File: src/ptsd_pkg.sv
// Package for the PLATO terminal stream decoder: codes, widths and the job and result types.
// This package depends on nothing. Every other file of the decoder uses it.
package ptsd_pkg;

	localparam int GlyphRows = 8;
	localparam int RowW = $clog2(GlyphRows);

	// Output command codes
	localparam logic [4:0] C_TTY = 5'd0;
	localparam logic [4:0] C_TEXT = 5'd1;
	localparam logic [4:0] C_BLOCK = 5'd2;
	localparam logic [4:0] C_DOT = 5'd3;
	localparam logic [4:0] C_LINE = 5'd4;
	localparam logic [4:0] C_MEMLD = 5'd5;
	localparam logic [4:0] C_GLYPH = 5'd6;
	localparam logic [4:0] C_MODE5 = 5'd7;
	localparam logic [4:0] C_MODE6 = 5'd8;
	localparam logic [4:0] C_MODE7 = 5'd9;
	localparam logic [4:0] C_EXTOUT = 5'd10;
	localparam logic [4:0] C_ALLOW = 5'd11;
	localparam logic [4:0] C_SELIN = 5'd12;
	localparam logic [4:0] C_SELOUT = 5'd13;
	localparam logic [4:0] C_KEY = 5'd14;
	localparam logic [4:0] C_MEMRD = 5'd15;
	localparam logic [4:0] C_BEEP = 5'd16;
	localparam logic [4:0] C_CLEAR = 5'd17;
	localparam logic [4:0] C_ENTTY = 5'd18;
	localparam logic [4:0] C_ENPLATO = 5'd19;

	// Decoder modes
	localparam logic [4:0] M_TEXT = 5'd0;
	localparam logic [4:0] M_BLOCK = 5'd1;
	localparam logic [4:0] M_POINT = 5'd2;
	localparam logic [4:0] M_LINE = 5'd3;
	localparam logic [4:0] M_LCOORD = 5'd4;
	localparam logic [4:0] M_LADDR = 5'd5;
	localparam logic [4:0] M_SSF = 5'd6;
	localparam logic [4:0] M_EXT = 5'd7;
	localparam logic [4:0] M_ECHO = 5'd8;
	localparam logic [4:0] M_LCHAR = 5'd9;
	localparam logic [4:0] M_LMEM = 5'd10;
	localparam logic [4:0] M_MODE5 = 5'd11;
	localparam logic [4:0] M_MODE6 = 5'd12;
	localparam logic [4:0] M_MODE7 = 5'd13;
	localparam logic [4:0] M_FORE = 5'd14;
	localparam logic [4:0] M_BACK = 5'd15;
	localparam logic [4:0] M_PAINT = 5'd16;

	// Data types
	localparam logic [2:0] T_BYTE = 3'd0;
	localparam logic [2:0] T_WORD = 3'd1;
	localparam logic [2:0] T_COORD = 3'd2;
	localparam logic [2:0] T_COLOR = 3'd3;
	localparam logic [2:0] T_PAINT = 3'd4;

	// Configuration register indexes
	localparam logic [2:0] R_WIDTH = 3'd0;
	localparam logic [2:0] R_HEIGHT = 3'd1;
	localparam logic [2:0] R_TYPE = 3'd2;
	localparam logic [2:0] R_SUBTYPE = 3'd3;
	localparam logic [2:0] R_LOADFILE = 3'd4;
	localparam logic [2:0] R_CONFIG = 3'd5;
	localparam logic [2:0] R_FONTBASE = 3'd6;

	// Job kinds
	localparam logic [1:0] K_ONE = 2'd0;
	localparam logic [1:0] K_TWO = 2'd1;
	localparam logic [1:0] K_GLYPH = 2'd2;

	localparam logic [6:0] ATTR_RESET = 7'h01;

	typedef struct packed {
		logic [4:0]      command;
		logic [10:0]     pos_x;
		logic [10:0]     pos_y;
		logic [10:0]     end_x;
		logic [10:0]     end_y;
		logic [15:0]     target_address;
		logic [15:0]     payload;
		logic [RowW-1:0] glyph_row;
		logic [6:0]      attributes;
	} res_t;

	typedef struct packed {
		logic [1:0]                 kind;
		res_t                       first;
		logic [4:0]                 cmd2;
		logic [15:0]                pay2;
		logic [GlyphRows-1:0][15:0] rows;
	} job_t;

	// One cursor step with a single wrap correction, kept modulo 2048.
	function automatic logic [10:0] wrap_axis(input logic [10:0] v, input logic [7:0] d,
			input logic [10:0] size);
		logic [13:0] n;
		n = {3'b000, v} + {{6{d[7]}}, d};
		if (n[13]) begin
			n = n + {3'b000, size};
		end else if (n >= {3'b000, size}) begin
			n = n - {3'b000, size};
		end
		return n[10:0];
	endfunction

endpackage

File: src/ptsd_front.sv
// Front end of the decoder: accepts host bytes, keeps the protocol state and builds jobs.
// Depends on ptsd_pkg. Its jobs go to the queue in ptsd_queue.
module ptsd_front (
	input  logic                clk,
	input  logic                arst_n,
	input  logic                accept,
	input  logic [7:0]          rx_byte,
	input  logic                cfg_we,
	input  logic [2:0]          cfg_index,
	input  logic [15:0]         cfg_wdata,
	output logic                push,
	output ptsd_pkg::job_t      job
);

	logic [10:0] sw_q, sh_q;
	logic [6:0]  ttype_q, tsub_q, lfile_q, ccode_q;
	logic [15:0] fbase_q;

	logic        tty_q, esc_q, second_q;
	logic [4:0]  pmode_q, cmd_q;
	logic [2:0]  ptype_q, ctype_q;
	logic [1:0]  phase_q;
	logic [15:0] word_q, maddr_q;
	logic [3:0][4:0] cp_q;
	logic [10:0] cx_q, cy_q, margin_q;
	logic [ptsd_pkg::RowW-1:0] gcnt_q;
	logic [ptsd_pkg::GlyphRows-1:0][15:0] grow_q;
	logic [6:0]  attr_q;

	logic        n_tty, n_esc, n_second;
	logic [4:0]  n_pmode, n_cmd;
	logic [2:0]  n_ptype, n_ctype;
	logic [1:0]  n_phase;
	logic [15:0] n_word, n_maddr;
	logic [3:0][4:0] n_cp;
	logic [10:0] n_cx, n_cy, n_margin;
	logic [ptsd_pkg::RowW-1:0] n_gcnt;
	logic [ptsd_pkg::GlyphRows-1:0][15:0] n_grow;
	logic [6:0]  n_attr;

	always_comb begin
		logic [6:0]  c;
		logic [4:0]  v;
		logic        fin, do_step;
		logic [10:0] bx, by, crdx, crdy;
		logic [7:0]  dx, dy, sx, sy;
		logic [15:0] w;
		logic [7:0]  dev;
		logic [15:0] gdiff;
		c = rx_byte[6:0];
		v = c[4:0];
		fin = 1'b0;
		do_step = 1'b0;
		bx = cx_q;
		by = cy_q;
		dx = 8'd0;
		dy = 8'd0;
		sx = 8'd0;
		sy = 8'd0;
		w = 16'd0;
		dev = 8'd0;
		gdiff = 16'd0;
		crdx = 11'd0;
		crdy = 11'd0;
		n_tty = tty_q; n_esc = esc_q; n_second = second_q;
		n_pmode = pmode_q; n_cmd = cmd_q; n_ptype = ptype_q; n_ctype = ctype_q;
		n_phase = phase_q; n_word = word_q; n_maddr = maddr_q; n_cp = cp_q;
		n_cx = cx_q; n_cy = cy_q; n_margin = margin_q; n_gcnt = gcnt_q;
		n_grow = grow_q; n_attr = attr_q;
		push = 1'b0;
		job = '0;
		job.kind = ptsd_pkg::K_ONE;
		job.first.attributes = attr_q;

		if (accept) begin
			if (tty_q) begin
				if (!esc_q) begin
					push = 1'b1;
					job.first.command = ptsd_pkg::C_TTY;
					job.first.payload = {9'd0, c};
				end else if (c == 7'h02) begin
					push = 1'b1;
					job.first.command = ptsd_pkg::C_ENPLATO;
					n_tty = 1'b0;
					n_pmode = ptsd_pkg::M_TEXT; n_ptype = ptsd_pkg::T_BYTE;
					n_cmd = ptsd_pkg::M_TEXT; n_ctype = ptsd_pkg::T_BYTE;
					n_second = 1'b0; n_phase = 2'd0;
					n_cp = '0; n_cx = 11'd0; n_cy = 11'd0; n_maddr = 16'd0;
					n_gcnt = '0; n_margin = 11'd0; n_attr = ptsd_pkg::ATTR_RESET;
				end
			end else if (esc_q) begin
				unique case (c)
					7'h03: begin
						n_tty = 1'b1;
						push = 1'b1;
						job.first.command = ptsd_pkg::C_ENTTY;
					end
					7'h0C: begin
						push = 1'b1;
						job.first.command = ptsd_pkg::C_CLEAR;
					end
					7'h11: n_attr[1:0] = 2'd3;
					7'h12: n_attr[1:0] = 2'd0;
					7'h13: n_attr[1:0] = 2'd2;
					7'h14: n_attr[1:0] = 2'd1;
					7'h32: begin
						n_cmd = ptsd_pkg::M_LCOORD; n_ctype = ptsd_pkg::T_COORD; n_phase = 2'd0;
					end
					7'h40: begin do_step = 1'b1; dy = 8'd5; end
					7'h41: begin do_step = 1'b1; dy = -8'sd5; end
					7'h42, 7'h43, 7'h44, 7'h45: n_attr[3:2] = c[1:0] - 2'd2;
					7'h4A: n_attr[5] = 1'b0;
					7'h4B: n_attr[5] = 1'b1;
					7'h4C: n_attr[6] = 1'b0;
					7'h4D: n_attr[6] = 1'b1;
					7'h4E: n_attr[4] = 1'b0;
					7'h4F: n_attr[4] = 1'b1;
					7'h50, 7'h53, 7'h54, 7'h55, 7'h56: begin
						case (c)
							7'h50: n_pmode = ptsd_pkg::M_LCHAR;
							7'h53: n_pmode = ptsd_pkg::M_LMEM;
							7'h54: n_pmode = ptsd_pkg::M_MODE5;
							7'h55: n_pmode = ptsd_pkg::M_MODE6;
							default: n_pmode = ptsd_pkg::M_MODE7;
						endcase
						n_ptype = ptsd_pkg::T_WORD; n_second = 1'b0;
						n_cmd = n_pmode; n_ctype = ptsd_pkg::T_WORD; n_phase = 2'd0;
					end
					7'h51, 7'h52, 7'h57, 7'h59: begin
						case (c)
							7'h51: n_cmd = ptsd_pkg::M_SSF;
							7'h52: n_cmd = ptsd_pkg::M_EXT;
							7'h57: n_cmd = ptsd_pkg::M_LADDR;
							default: n_cmd = ptsd_pkg::M_ECHO;
						endcase
						n_ctype = ptsd_pkg::T_WORD; n_phase = 2'd0;
					end
					7'h5A: n_margin = attr_q[5] ? cy_q : cx_q;
					7'h61: begin
						n_cmd = ptsd_pkg::M_FORE; n_ctype = ptsd_pkg::T_COLOR; n_phase = 2'd0;
					end
					7'h62: begin
						n_cmd = ptsd_pkg::M_BACK; n_ctype = ptsd_pkg::T_COLOR; n_phase = 2'd0;
					end
					7'h63: begin
						n_cmd = ptsd_pkg::M_PAINT; n_ctype = ptsd_pkg::T_PAINT; n_phase = 2'd0;
					end
					default: ;
				endcase
			end else if (c < 7'h20) begin
				unique case (c)
					7'h08: begin do_step = 1'b1; dx = -8'sd8; end
					7'h09: begin do_step = 1'b1; dx = 8'd8; end
					7'h0A: begin do_step = 1'b1; dy = -8'sd16; end
					7'h0B: begin do_step = 1'b1; dy = 8'd16; end
					7'h0C: begin
						bx = 11'd0; by = 11'd0; do_step = 1'b1; dy = -8'sd16;
					end
					7'h0D: begin
						if (attr_q[5]) by = margin_q; else bx = margin_q;
						do_step = 1'b1; dy = -8'sd16;
					end
					7'h19, 7'h1C, 7'h1D, 7'h1F: begin
						case (c)
							7'h19: begin n_pmode = ptsd_pkg::M_BLOCK; n_ptype = ptsd_pkg::T_COORD; end
							7'h1C: begin n_pmode = ptsd_pkg::M_POINT; n_ptype = ptsd_pkg::T_COORD; end
							7'h1D: begin n_pmode = ptsd_pkg::M_LINE; n_ptype = ptsd_pkg::T_COORD; end
							default: begin n_pmode = ptsd_pkg::M_TEXT; n_ptype = ptsd_pkg::T_BYTE; end
						endcase
						n_second = 1'b0; n_cmd = n_pmode; n_ctype = n_ptype; n_phase = 2'd0;
					end
					default: ;
				endcase
			end else begin
				case (ctype_q)
					ptsd_pkg::T_BYTE: begin
						push = 1'b1;
						job.first.command = ptsd_pkg::C_TEXT;
						job.first.pos_x = cx_q; job.first.pos_y = cy_q;
						job.first.payload = {9'd0, c};
						do_step = 1'b1; dx = 8'd8;
					end
					ptsd_pkg::T_WORD: begin
						case (phase_q)
							2'd0: begin n_word = {10'd0, c[5:0]}; n_phase = 2'd1; end
							2'd1: begin n_word = word_q | {4'd0, c[5:0], 6'd0}; n_phase = 2'd2; end
							2'd2: begin n_word = word_q | {c[3:0], 12'd0}; fin = 1'b1; end
							default: ;
						endcase
					end
					ptsd_pkg::T_COORD: begin
						case (c[6:5])
							2'd1: begin
								if (phase_q == 2'd0) n_cp[3] = v;
								else if (phase_q == 2'd1) n_cp[1] = v;
								n_phase = 2'd1;
							end
							2'd2: begin n_cp[0] = v; fin = 1'b1; end
							2'd3: begin n_cp[2] = v; n_phase = 2'd1; end
							default: ;
						endcase
					end
					ptsd_pkg::T_COLOR: begin
						if (phase_q < 2'd3) n_phase = phase_q + 2'd1; else fin = 1'b1;
					end
					ptsd_pkg::T_PAINT: begin
						if (phase_q == 2'd0) n_phase = 2'd1; else fin = 1'b1;
					end
					default: ;
				endcase

				if (fin) begin
					w = n_word;
					crdx = {1'b0, n_cp[1], n_cp[0]};
					crdy = {1'b0, n_cp[3], n_cp[2]};
					dev = {2'b00, w[15:10]};
					case (cmd_q)
						ptsd_pkg::M_BLOCK: begin
							if (!second_q) begin
								n_cx = crdx; n_cy = crdy; n_second = 1'b1;
							end else begin
								push = 1'b1;
								job.first.command = ptsd_pkg::C_BLOCK;
								job.first.pos_x = cx_q; job.first.pos_y = cy_q;
								job.first.end_x = crdx; job.first.end_y = crdy;
								n_second = 1'b0;
							end
						end
						ptsd_pkg::M_POINT: begin
							n_cx = crdx; n_cy = crdy;
							push = 1'b1;
							job.first.command = ptsd_pkg::C_DOT;
							job.first.pos_x = crdx; job.first.pos_y = crdy;
						end
						ptsd_pkg::M_LINE: begin
							n_cx = crdx; n_cy = crdy;
							if (!second_q) begin
								n_second = 1'b1;
							end else begin
								push = 1'b1;
								job.first.command = ptsd_pkg::C_LINE;
								job.first.pos_x = cx_q; job.first.pos_y = cy_q;
								job.first.end_x = crdx; job.first.end_y = crdy;
							end
						end
						ptsd_pkg::M_TEXT: begin
							push = 1'b1;
							job.first.command = ptsd_pkg::C_TEXT;
							job.first.pos_x = cx_q; job.first.pos_y = cy_q;
							job.first.payload = {9'd0, c};
							do_step = 1'b1; dx = 8'd8;
						end
						ptsd_pkg::M_LCOORD: begin n_cx = crdx; n_cy = crdy; end
						ptsd_pkg::M_LADDR: begin n_maddr = w; n_gcnt = '0; end
						ptsd_pkg::M_SSF: begin
							push = 1'b1;
							if (dev == 8'd1) begin
								job.first.command = ptsd_pkg::C_ALLOW;
								job.first.payload = {14'd0, w[5], w[3]};
							end else if (w[9]) begin
								job.first.command = ptsd_pkg::C_SELIN;
								job.first.target_address = {8'd0, dev};
								job.first.payload = {15'd0, ~w[8]};
							end else begin
								job.first.command = ptsd_pkg::C_SELOUT;
								job.first.target_address = {8'd0, dev};
								if (!w[8]) begin
									job.kind = ptsd_pkg::K_TWO;
									job.cmd2 = ptsd_pkg::C_EXTOUT;
									job.pay2 = {8'd0, w[7:0]};
								end
							end
						end
						ptsd_pkg::M_EXT: begin
							push = 1'b1;
							job.kind = ptsd_pkg::K_TWO;
							job.first.command = ptsd_pkg::C_EXTOUT;
							job.first.payload = {8'd0, w[15:8]};
							job.cmd2 = ptsd_pkg::C_EXTOUT;
							job.pay2 = {8'd0, w[7:0]};
						end
						ptsd_pkg::M_ECHO: begin
							push = 1'b1;
							job.first.command = ptsd_pkg::C_KEY;
							case (w[6:0])
								7'h52: job.first.payload = 16'h00D3;
								7'h70: job.first.payload = {9'h001, ttype_q};
								7'h71: job.first.payload = {9'h001, tsub_q};
								7'h72: job.first.payload = {9'h001, lfile_q};
								7'h73: job.first.payload = {9'h001, ccode_q};
								7'h7A: job.first.payload = 16'h03FF;
								7'h7B: job.first.command = ptsd_pkg::C_BEEP;
								7'h7D: begin
									job.first.command = ptsd_pkg::C_MEMRD;
									job.first.target_address = maddr_q;
								end
								default: job.first.payload = {9'h001, w[6:0]};
							endcase
						end
						ptsd_pkg::M_LCHAR: begin
							n_grow[gcnt_q] = w;
							if (gcnt_q != ptsd_pkg::RowW'(ptsd_pkg::GlyphRows - 1)) begin
								n_gcnt = gcnt_q + 1'b1;
							end else begin
								push = 1'b1;
								job.kind = ptsd_pkg::K_GLYPH;
								job.first.command = ptsd_pkg::C_GLYPH;
								// The glyph number is the offset from the font base in
								// 16-byte units, kept to seven bits.
								gdiff = maddr_q - fbase_q;
								job.first.target_address = {9'd0, gdiff[10:4]};
								job.rows = n_grow;
								n_gcnt = '0;
								n_maddr = maddr_q + 16'd16;
							end
						end
						ptsd_pkg::M_LMEM: begin
							push = 1'b1;
							job.first.command = ptsd_pkg::C_MEMLD;
							job.first.target_address = maddr_q;
							job.first.payload = w;
							n_maddr = maddr_q + 16'd2;
						end
						ptsd_pkg::M_MODE5, ptsd_pkg::M_MODE6, ptsd_pkg::M_MODE7: begin
							push = 1'b1;
							job.first.command = ptsd_pkg::C_MODE5 + (cmd_q - ptsd_pkg::M_MODE5);
							job.first.payload = w;
						end
						default: ;
					endcase
					n_cmd = pmode_q; n_ctype = ptsd_pkg::T_BYTE | ptype_q; n_phase = 2'd0;
				end
			end

			if (do_step) begin
				sx = attr_q[4] ? {dx[6:0], 1'b0} : dx;
				sy = attr_q[4] ? {dy[6:0], 1'b0} : dy;
				if (attr_q[6]) sx = -sx;
				if (attr_q[5]) begin
					n_cx = ptsd_pkg::wrap_axis(bx, sy, sw_q);
					n_cy = ptsd_pkg::wrap_axis(by, sx, sh_q);
				end else begin
					n_cx = ptsd_pkg::wrap_axis(bx, sx, sw_q);
					n_cy = ptsd_pkg::wrap_axis(by, sy, sh_q);
				end
			end
			n_esc = (c == 7'h1B);
		end
	end

	always_ff @(posedge clk or negedge arst_n) begin
		if (!arst_n) begin
			sw_q <= 11'd512; sh_q <= 11'd512;
			ttype_q <= 7'd0; tsub_q <= 7'd0; lfile_q <= 7'd0; ccode_q <= 7'd0;
			fbase_q <= 16'd0;
		end else if (cfg_we) begin
			case (cfg_index)
				ptsd_pkg::R_WIDTH: sw_q <= cfg_wdata[10:0];
				ptsd_pkg::R_HEIGHT: sh_q <= cfg_wdata[10:0];
				ptsd_pkg::R_TYPE: ttype_q <= cfg_wdata[6:0];
				ptsd_pkg::R_SUBTYPE: tsub_q <= cfg_wdata[6:0];
				ptsd_pkg::R_LOADFILE: lfile_q <= cfg_wdata[6:0];
				ptsd_pkg::R_CONFIG: ccode_q <= cfg_wdata[6:0];
				ptsd_pkg::R_FONTBASE: fbase_q <= cfg_wdata;
				default: ;
			endcase
		end
	end

	always_ff @(posedge clk or negedge arst_n) begin
		if (!arst_n) begin
			tty_q <= 1'b1; esc_q <= 1'b0; second_q <= 1'b0;
			pmode_q <= ptsd_pkg::M_TEXT; cmd_q <= ptsd_pkg::M_TEXT;
			ptype_q <= ptsd_pkg::T_BYTE; ctype_q <= ptsd_pkg::T_BYTE;
			phase_q <= 2'd0; word_q <= 16'd0; maddr_q <= 16'd0; cp_q <= '0;
			cx_q <= 11'd0; cy_q <= 11'd0; margin_q <= 11'd0; gcnt_q <= '0;
			attr_q <= ptsd_pkg::ATTR_RESET;
		end else begin
			tty_q <= n_tty; esc_q <= n_esc; second_q <= n_second;
			pmode_q <= n_pmode; cmd_q <= n_cmd; ptype_q <= n_ptype; ctype_q <= n_ctype;
			phase_q <= n_phase; word_q <= n_word; maddr_q <= n_maddr; cp_q <= n_cp;
			cx_q <= n_cx; cy_q <= n_cy; margin_q <= n_margin; gcnt_q <= n_gcnt;
			attr_q <= n_attr;
		end
	end

	// Glyph rows need no reset: each is written before a glyph is sent.
	always_ff @(posedge clk) begin
		grow_q <= n_grow;
	end

endmodule

File: src/ptsd_queue.sv
// Two-entry job queue between the front and back ends of the decoder.
// Depends on ptsd_pkg for the job type.
module ptsd_queue (
	input  logic           clk,
	input  logic           arst_n,
	input  logic           push,
	input  ptsd_pkg::job_t wr_job,
	input  logic           pop,
	output logic           full,
	output logic           not_empty,
	output ptsd_pkg::job_t rd_job
);

	ptsd_pkg::job_t slot_q [2];
	logic           wptr_q, rptr_q;
	logic [1:0]     count_q;

	assign full = (count_q == 2'd2);
	assign not_empty = (count_q != 2'd0);
	assign rd_job = slot_q[rptr_q];

	always_ff @(posedge clk or negedge arst_n) begin
		if (!arst_n) begin
			wptr_q <= 1'b0; rptr_q <= 1'b0; count_q <= 2'd0;
		end else begin
			if (push) wptr_q <= ~wptr_q;
			if (pop) rptr_q <= ~rptr_q;
			count_q <= count_q + {1'b0, push} - {1'b0, pop};
		end
	end

	always_ff @(posedge clk) begin
		if (push) slot_q[wptr_q] <= wr_job;
	end

endmodule

File: src/ptsd_back.sv
// Back end of the decoder: expands each job into its results and holds the output register.
// Depends on ptsd_pkg for the job and result types.
module ptsd_back (
	input  logic           clk,
	input  logic           arst_n,
	input  logic           q_not_empty,
	input  ptsd_pkg::job_t q_job,
	output logic           pop,
	input  logic           out_stall,
	output logic           out_valid,
	output ptsd_pkg::res_t res,
	output logic           res_last
);

	logic                      busy_q, out_valid_q, last_q;
	ptsd_pkg::job_t            job_q;
	logic [ptsd_pkg::RowW-1:0] idx_q;
	ptsd_pkg::res_t            res_q, r;
	logic                      fin, load;

	assign pop = !busy_q && q_not_empty;
	assign load = busy_q && (!out_valid_q || !out_stall);
	assign out_valid = out_valid_q;
	assign res = res_q;
	assign res_last = last_q;

	always_comb begin
		r = job_q.first;
		fin = 1'b1;
		case (job_q.kind)
			ptsd_pkg::K_TWO: begin
				fin = (idx_q != '0);
				if (idx_q != '0) begin
					r.command = job_q.cmd2;
					r.payload = job_q.pay2;
					r.target_address = 16'd0;
				end
			end
			ptsd_pkg::K_GLYPH: begin
				fin = (idx_q == ptsd_pkg::RowW'(ptsd_pkg::GlyphRows - 1));
				r.payload = job_q.rows[idx_q];
				r.glyph_row = idx_q;
			end
			default: ;
		endcase
	end

	always_ff @(posedge clk or negedge arst_n) begin
		if (!arst_n) begin
			busy_q <= 1'b0; out_valid_q <= 1'b0; idx_q <= '0;
		end else begin
			if (pop) begin
				busy_q <= 1'b1;
				idx_q <= '0;
			end else if (load) begin
				idx_q <= idx_q + 1'b1;
				if (fin) busy_q <= 1'b0;
			end
			if (load) out_valid_q <= 1'b1;
			else if (!out_stall) out_valid_q <= 1'b0;
		end
	end

	always_ff @(posedge clk) begin
		if (pop) job_q <= q_job;
		if (load) begin
			res_q <= r;
			last_q <= fin;
		end
	end

endmodule

File: src/plato_terminal_stream_decoder_top.sv
// Top level of the PLATO terminal stream decoder: front end, job queue and back end.
// A byte that causes results is written into a queue slot, fetched into the back end's job
// register and then loaded into the output register as its first result.
// Throughput: one byte per cycle while the queue has room; the back end fetches a job, then
// loads its results one at a time, and fetches no new job until its last result is loaded.
// Reset (arst_n low, asynchronous) puts the decoder in TTY mode with empty queue and output.
// Depends on ptsd_pkg, ptsd_front, ptsd_queue and ptsd_back.
module plato_terminal_stream_decoder_top (
	input  logic        clk,
	input  logic        arst_n,
	input  logic        in_valid,
	output logic        in_stall,
	input  logic [7:0]  rx_byte,
	input  logic        cfg_we,
	input  logic [2:0]  cfg_index,
	input  logic [15:0] cfg_wdata,
	output logic        out_valid,
	input  logic        out_stall,
	output logic [4:0]  command,
	output logic [10:0] pos_x,
	output logic [10:0] pos_y,
	output logic [10:0] end_x,
	output logic [10:0] end_y,
	output logic [15:0] target_address,
	output logic [15:0] payload,
	output logic [2:0]  glyph_row,
	output logic [6:0]  attributes,
	output logic        last
);

	logic           push, q_full, q_not_empty, pop;
	ptsd_pkg::job_t f_job, q_job;
	ptsd_pkg::res_t res;

	// The front end takes a byte whenever the queue can hold whatever job it makes.
	assign in_stall = q_full;

	ptsd_front u_front (
		.clk       (clk),
		.arst_n    (arst_n),
		.accept    (in_valid && !q_full),
		.rx_byte   (rx_byte),
		.cfg_we    (cfg_we),
		.cfg_index (cfg_index),
		.cfg_wdata (cfg_wdata),
		.push      (push),
		.job       (f_job)
	);

	ptsd_queue u_queue (
		.clk       (clk),
		.arst_n    (arst_n),
		.push      (push),
		.wr_job    (f_job),
		.pop       (pop),
		.full      (q_full),
		.not_empty (q_not_empty),
		.rd_job    (q_job)
	);

	// The back end turns each job into one, two or eight result transfers.
	ptsd_back u_back (
		.clk         (clk),
		.arst_n      (arst_n),
		.q_not_empty (q_not_empty),
		.q_job       (q_job),
		.pop         (pop),
		.out_stall   (out_stall),
		.out_valid   (out_valid),
		.res         (res),
		.res_last    (last)
	);

	assign command = res.command;
	assign pos_x = res.pos_x;
	assign pos_y = res.pos_y;
	assign end_x = res.end_x;
	assign end_y = res.end_y;
	assign target_address = res.target_address;
	assign payload = res.payload;
	assign glyph_row = res.glyph_row;
	assign attributes = res.attributes;

endmodule

File: config.mk
export PLATFORM = sky130hd
export DESIGN_NAME = plato_terminal_stream_decoder_top
export DESIGN_NICKNAME = d
export VERILOG_FILES = /design/src/ptsd_pkg.sv /design/src/ptsd_front.sv /design/src/ptsd_queue.sv /design/src/ptsd_back.sv /design/src/plato_terminal_stream_decoder_top.sv
export SDC_FILE = /design/constraint.sdc
export NUM_CORES = 2
export LEC_CHECK = 0
export ABC_AREA = 1
export BUFFER_PORTS_ARGS = -buffer_cell sky130_fd_sc_hd__buf_2
export CORE_AREA = 2 2 290 292
export CTS_CLUSTER_DIAMETER = 150
export DETAILED_ROUTE_END_ITERATION = 6
export DIE_AREA = 0 0 292 294
export PLACE_DENSITY = 0.8
export SYNTH_ARGS = -nofsm -noshare
export SYNTH_HDL_FRONTEND = slang
export SYNTH_SLANG_ARGS = --single-unit
File: constraint.sdc
create_clock -name clk -period 24.1 [get_ports clk]
set_clock_uncertainty 0.2 [all_clocks]
set_input_delay 4.82 -clock clk [delete_from_list [all_inputs] [get_ports clk]]
set_output_delay 4.82 -clock clk [all_outputs]
set_load 0.05 [all_outputs]
# After elaboration in Yosys (flattened, before gate mapping)
# Memory sizes are Yosys's and may differ from the RTL's. A register that Yosys moved wholly into a read port is not among the register bits.
# Index checks and enable logic that the tools add are counted.
# op_classes
reduce_logical	77
magnitude_cmp	9
mul	0
shift	0
addsub	24
div_mod_pow	0
n_mux	265
bitwise	8
n_eq_ne	105
# op_table
op	count
$mux W149	5
$mux W11	38
$mux W16	18
$mux W128	2
$mux W83	3
$eq A7 B7 Y1 const B	33
$mux W20	11
$bwmux W128	1
$mux W5	25
$mux W8	14
$mux W27	4
$mux W49	2
$pmux W16 S3	2
$pmux W11 S2	4
$pmux W22 S4	1
$pmux W16 S5	1
$mux W76	1
$pmux W10 S7	1
$pmux W16 S4	1
$eq A7 B5 Y1 const B	9
$mux W7	9
$mux W60	1
$mux W3	19
$ge A14 B11 Y1	4
other kinds (93)	279
# totals
ramBits	478
memories	1
register_bits	409
elab_cells	544
latch_bits	0
rom_bits	0
# memory_table
memory	depth	width	rd	rd_clocked_by_memory_dff	wr	line_no	rtl
u_queue.slot_q	2	239	1	1	1	ptsd_queue.sv:14	ptsd_pkg::job_t slot_q [2];

# Depth between registers and ports, before layout
# logic_depth
word_depth	23
depth_mapped	42

# Cells and area by module
# From an unflattened synthesis, not the netlist that was laid out.
# hier_totals
cells_unflattened	5993
hier_area_um2	56973.4
# modules_own_cells
module	cells_per_inst	area_each_um2	instances	seq_area_each_um2
ptsd_front	3730	25794.7	1	8202.9
ptsd_queue	1289	18237.5	1	14634.0
ptsd_back	972	12931.2	1	10154.7
plato_terminal_stream_decoder_top	2	10.0	1	0.0

# Worst setup path before layout
# Ideal clock, no wire load.
# synth_path
path_kind	input -> register
start	input port rx_byte[2]
end	memory u_queue.slot_q[1][0] in the netlist's numbering, enable pin
setup_time_ns	0.815
setup_slack_ns	7.932
arrival_ns	15.152
t_required_ns	23.085
path_stages	11
path_cell_list	buf_4 > nand2_1 > inv_1 > nand2_1 > nor2_1 > nor2_1 > nand2_1 > nand2_1 > a21oi_1 > nand2_1 > nor2_1
# synth_between
elab_chain_cells	8
# synth_lines
item	line_no	rtl
start, declared	plato_terminal_stream_decoder_top.sv:13	input logic [7:0] rx_byte,
branches (longest 4 deep; another with $lt A7 B6 Y1)	n/a	
$mux W1 (*)	ptsd_front.sv:76	if (tty_q) begin
$mux W1 (*)	ptsd_front.sv:75	if (accept) begin
$mux W1 (*)	ptsd_queue.sv:33	if (push) slot_q[wptr_q] <= wr_job;
$mux W1 (implied by the code) (*)	ptsd_queue.sv:33	
end, declared	ptsd_queue.sv:14	
# Mark *: on every way between the ends.

# Worst setup path in the final report
# layout_path
start	input port rx_byte[0]
end	register u_front.cy_q[0]
# layout_between
elab_chain_cells	17
# layout_lines
item	line_no	rtl
branches (longest 17 deep; another with $ge A14 B11 Y1)	n/a	
end signal, assigned	ptsd_front.sv:382	cx_q <= n_cx; cy_q <= n_cy; margin_q <= n_margin; gcnt_q <= n_gcnt;
end, declared	ptsd_front.sv:25	logic [10:0] cx_q, cy_q, margin_q;
# Parallel ways; which one is timed is not known. The select of a mux whose other input is x is not followed.
# A chain may end at the register's enable or synchronous reset.

==> summary.txt <==
Layout
  – Fin cells: 6,746
  – Layout area overhead: 9.09%
  – Nets@finish: 5,772
  – Multi-input gate area: 0.0190 sq mm
  – Layout fillers: 6,033
  – Fraction of final layout cells sized beyond drive strength 1: 0.0874
  – Final instance area: 0.0583 sq mm
  – Register area: 0.0314 sq mm

Timing
  – Final Hold Vio Count: 0
  – Tcrit/Tclk final: 0.475
  – Sum Neg Setup Slack: 0 ns
  – Setup-failing EPs final: 0
  – Fin. max-slew vios: 0
  – Final min period: 11.46 ns
  – RSZ-0062 raised after global routing: no
  – Worst Tran Pin Value: 1.05 ns
  – Relative slew slack: 0.299
  – Achievable frequency: 87.3 MHz

Floorplanning
  – Chip Height: 294 um
  – Core area: 0.0829 sq mm
  – Starting density of the core: 0.645
  – Die Wd: 292 um
  – Site Rows: 106
  – Ports: 126
  – Die Area: 0.0858 sq mm

Yosys
  – Top cells by count, synth: nand2_1 (1,493), edfxtp_1 (893), inv_1 (504)
  – Leading register cell type out of synthesis: edfxtp_1
  – Synth top area share: 0.502
  – Area leader, netlist: edfxtp_1
  – Count leader, synth: nand2_1
  – Synthesized area: 0.0534 sq mm
  – Gate Count Post-Synth: 5,532
  – Synth Register Bits: 1,076
  – Ys async rst share: 0.170
  – Library cells used by synthesis: 75
  – Ys Warns: 0
  – Largest cells by area after synthesis: edfxtp_1 (50%), nand2_1 (10%), dfrtp_1 (8.4%), ha_1 (3.7%), o21ai_0 (3.6%)
  – Number of synthesized flops with an enable pin: 893
  – Seq/Total Area, Yosys: 0.588
  – Avg Cell Area, Syn: 9.66 sq um

Setup path
  – CP max-delay cell: a21oi_1
  – Crit path kind: input pin to register
  – Worst Setup SP: rx_byte[0]
  – CP arrival: 11.87 ns
  – Buf+Inv Stages, Crit Path: 8
  – Crit path capture type: register
  – Crit path launch type: input pin
  – Top delay family on crit path: compound AO/OA/AOI/OAI gates
  – Worst path required time: 24.51 ns
  – Critical R2R Launch: u_front.esc_q
  – Max incr delay on CP: 0.76 ns
  – Worst-path maximum fanout: 12

Placement
  – Port Buffers: 117
  – DP HPWL: 96.8 mm
  – GP Congestion: 1.01
  – Dpl cell area: 0.0548 sq mm
  – Placed Instances: 6,544

Drt
  – Routed Antenna Nets: 0
  – Via count: 41,000
  – Pre-antenna DRT Iters: 7
  – DRT iter0 DRCs: 5,390
  – Average wire per standard cell: 21.7 um
  – Via density: 6.07
  – Post-route DRC: 8
  – Total Routed Length: 146 mm

GRT
  – GR Util All Layers: 0.341
  – Congestion Overflow GR: 0
  – Number of global-route vias before repair: 38,700
  – First-pass GRT wire length: 223 mm
  – Initial antenna violation count: 9
  – Largest net degree at the start of global routing: 86

Clocking
  – CTS HTree Levels: 3
  – Clock buffer depth: 3
  – CTS Buf Count: 105
  – Clk sinks: 1,076
  – CTS Hold Bufs: 0
  – CTS resizes: 0
  – Root buffer cell: clkbuf_16
  – Post-CTS setup buffer count: 0
  – Clk_lat worst skew: 0.70 ns
  – Clock slew at reported path FFs: 0.07 ns
  – CTS tree: done

Status
  – Failing checks: DRC
  – Outcome: complete, but fails checks

Hold path
  – Hold crit path type: register to register
  – Min-delay src: u_back.job_q[149]

Pwr
  – Total power: 5.92 mW
  – Worst vdd ir: 0.0000797 V
  – PwrDens: 102 mW/mm^2
  – Leakage: 24.3 nW

Run
  – Max-Cap Viols: 0
## cell families (layout without fill, tap and decap cells)
logic type               count (synthesis)  count (layout)  share of synthesized area
flip-flops                            1076            1076                      0.588
other                                    1               6                  0.0000702
buffers and inverters                  787             916                     0.0585
AND/OR/NAND/NOR                       2483            2483                      0.197
adder cells (fa/ha/maj)                169             169                     0.0413
XOR/XNOR                                85              85                     0.0144
AO/OA/AOI/OAI                          931             931                      0.101
## sequential cells by signal, summed over array words and instances (netlist names), 3 cells and up
| name | cells |
|---|---|
| u_front.cy_q | 11 |
| u_back.job_q | 225 |
| u_front.attr_q | 7 |
| u_front.cmd_q | 5 |
| u_front.maddr_q | 16 |
| u_front.lfile_q | 7 |
| u_front.margin_q | 11 |
| u_front.sw_q | 11 |
| u_front.cx_q | 11 |
| u_front.cp_q | 20 |
| u_back.res | 89 |
| u_front.tsub_q | 7 |
| u_front.fbase_q | 11 |
| u_front.ctype_q | 3 |
| u_front.ccode_q | 7 |
| u_front.sh_q | 11 |
| u_front.word_q | 16 |
| u_front.gcnt_q | 3 |
| u_front.pmode_q | 3 |
| u_back.idx_q | 3 |
| u_front.grow_q | 128 |
| u_front.ttype_q | 7 |
| u_queue.slot_q | 450 |
## power breakdown
part / switching [mW] / internal, mW / leakage (nW)
logic: 1.12 / 0.330 / 12.5
registers: 0.166 / 2.64 / 10.2
clock network: 0.717 / 0.948 / 1.67
total: 2.00 / 3.92 / 24.3
## worst register-to-register path: stages, from the launching register on
cell	delay [ns]
dfrtp_1	0.71
inv_4	0.21
nand2_4	0.20
inv_2	0.17
nand4_4	0.23
inv_1	0.15
o21ai_0	0.62
ha_1	0.29
inv_1	0.07
fa_1	0.46
inv_1	0.09
nand3_1	0.07
nand3_1	0.17
a21o_1	0.16
xor2_1	0.32
inv_1	0.11
ha_1	0.42
inv_1	0.24
nor2_1	0.06
a21boi_0	0.25
nand3_1	0.18
a21oi_1	0.76
nand3_1	0.56
o211ai_1	0.50
nand3_1	0.20
a21oi_1	0.19
## placed cells by master, fill, tap and decap left out, drive strengths merged, types with 15 or more instances in the layout
master,n
and3,66
buf,168
a21oi,211
ha,157
a22o,16
o21bai,18
nor3,60
or2,34
nor2,506
a31oi,28
clkinv,48
nand3,216
o22ai,53
a221oi,19
inv,546
nand4,55
xor2,74
o211ai,25
o21a,87
o21ai,418
clkbuf,136
dfrtp,179
edfxtp,893
nand2,1512
and2,15
## worst paths after layout
check,endpoint,slack [ns],depth (start not counted)
setup reg to reg,u_front.cy_q[0],16.43,25
max in group asynchronous,u_back.idx_q[0],17.67,3
hold reg to reg,u_back.res[0],0.22,0
setup / recovery,u_front.cy_q[0],12.64,28
hold / removal,u_back.res[0],0.22,0
min in group asynchronous,u_front.sh_q[3],3.91,1
## metal layers
metal,GRT usage,up-vias,share of wire
li1,-,18800,-
met1,0.495,19500,0.41
met2,0.523,2340,0.45
met3,0.0626,335,0.11
met4,0.114,12,0.033
met5,0,-,0.00048
## final cells by class
type,instances,share of cell area
tap,1080,0.0232
multi-input combinational,3670,0.326
sequential,1076,0.539
clock inverter,63,0.0119
inverter,549,0.0357
clock buffer,135,0.0477
antenna,4,0.000172
timing repair buffer,169,0.0169
## through the flow
stage / util / hold slack [ns] / setup WS [ns]
CTS: 0.703 / 0.218 / 12.98
finish: 0.703 / 0.218 / 12.64
floorplan: - / 0.200 / 7.93
detailed placement: 0.661 / 0.205 / 12.28
global placement: 0.661 / 0.203 / 12.35
global route: 0.703 / 0.223 / 12.11
Power figures use the tool's default switching activity.
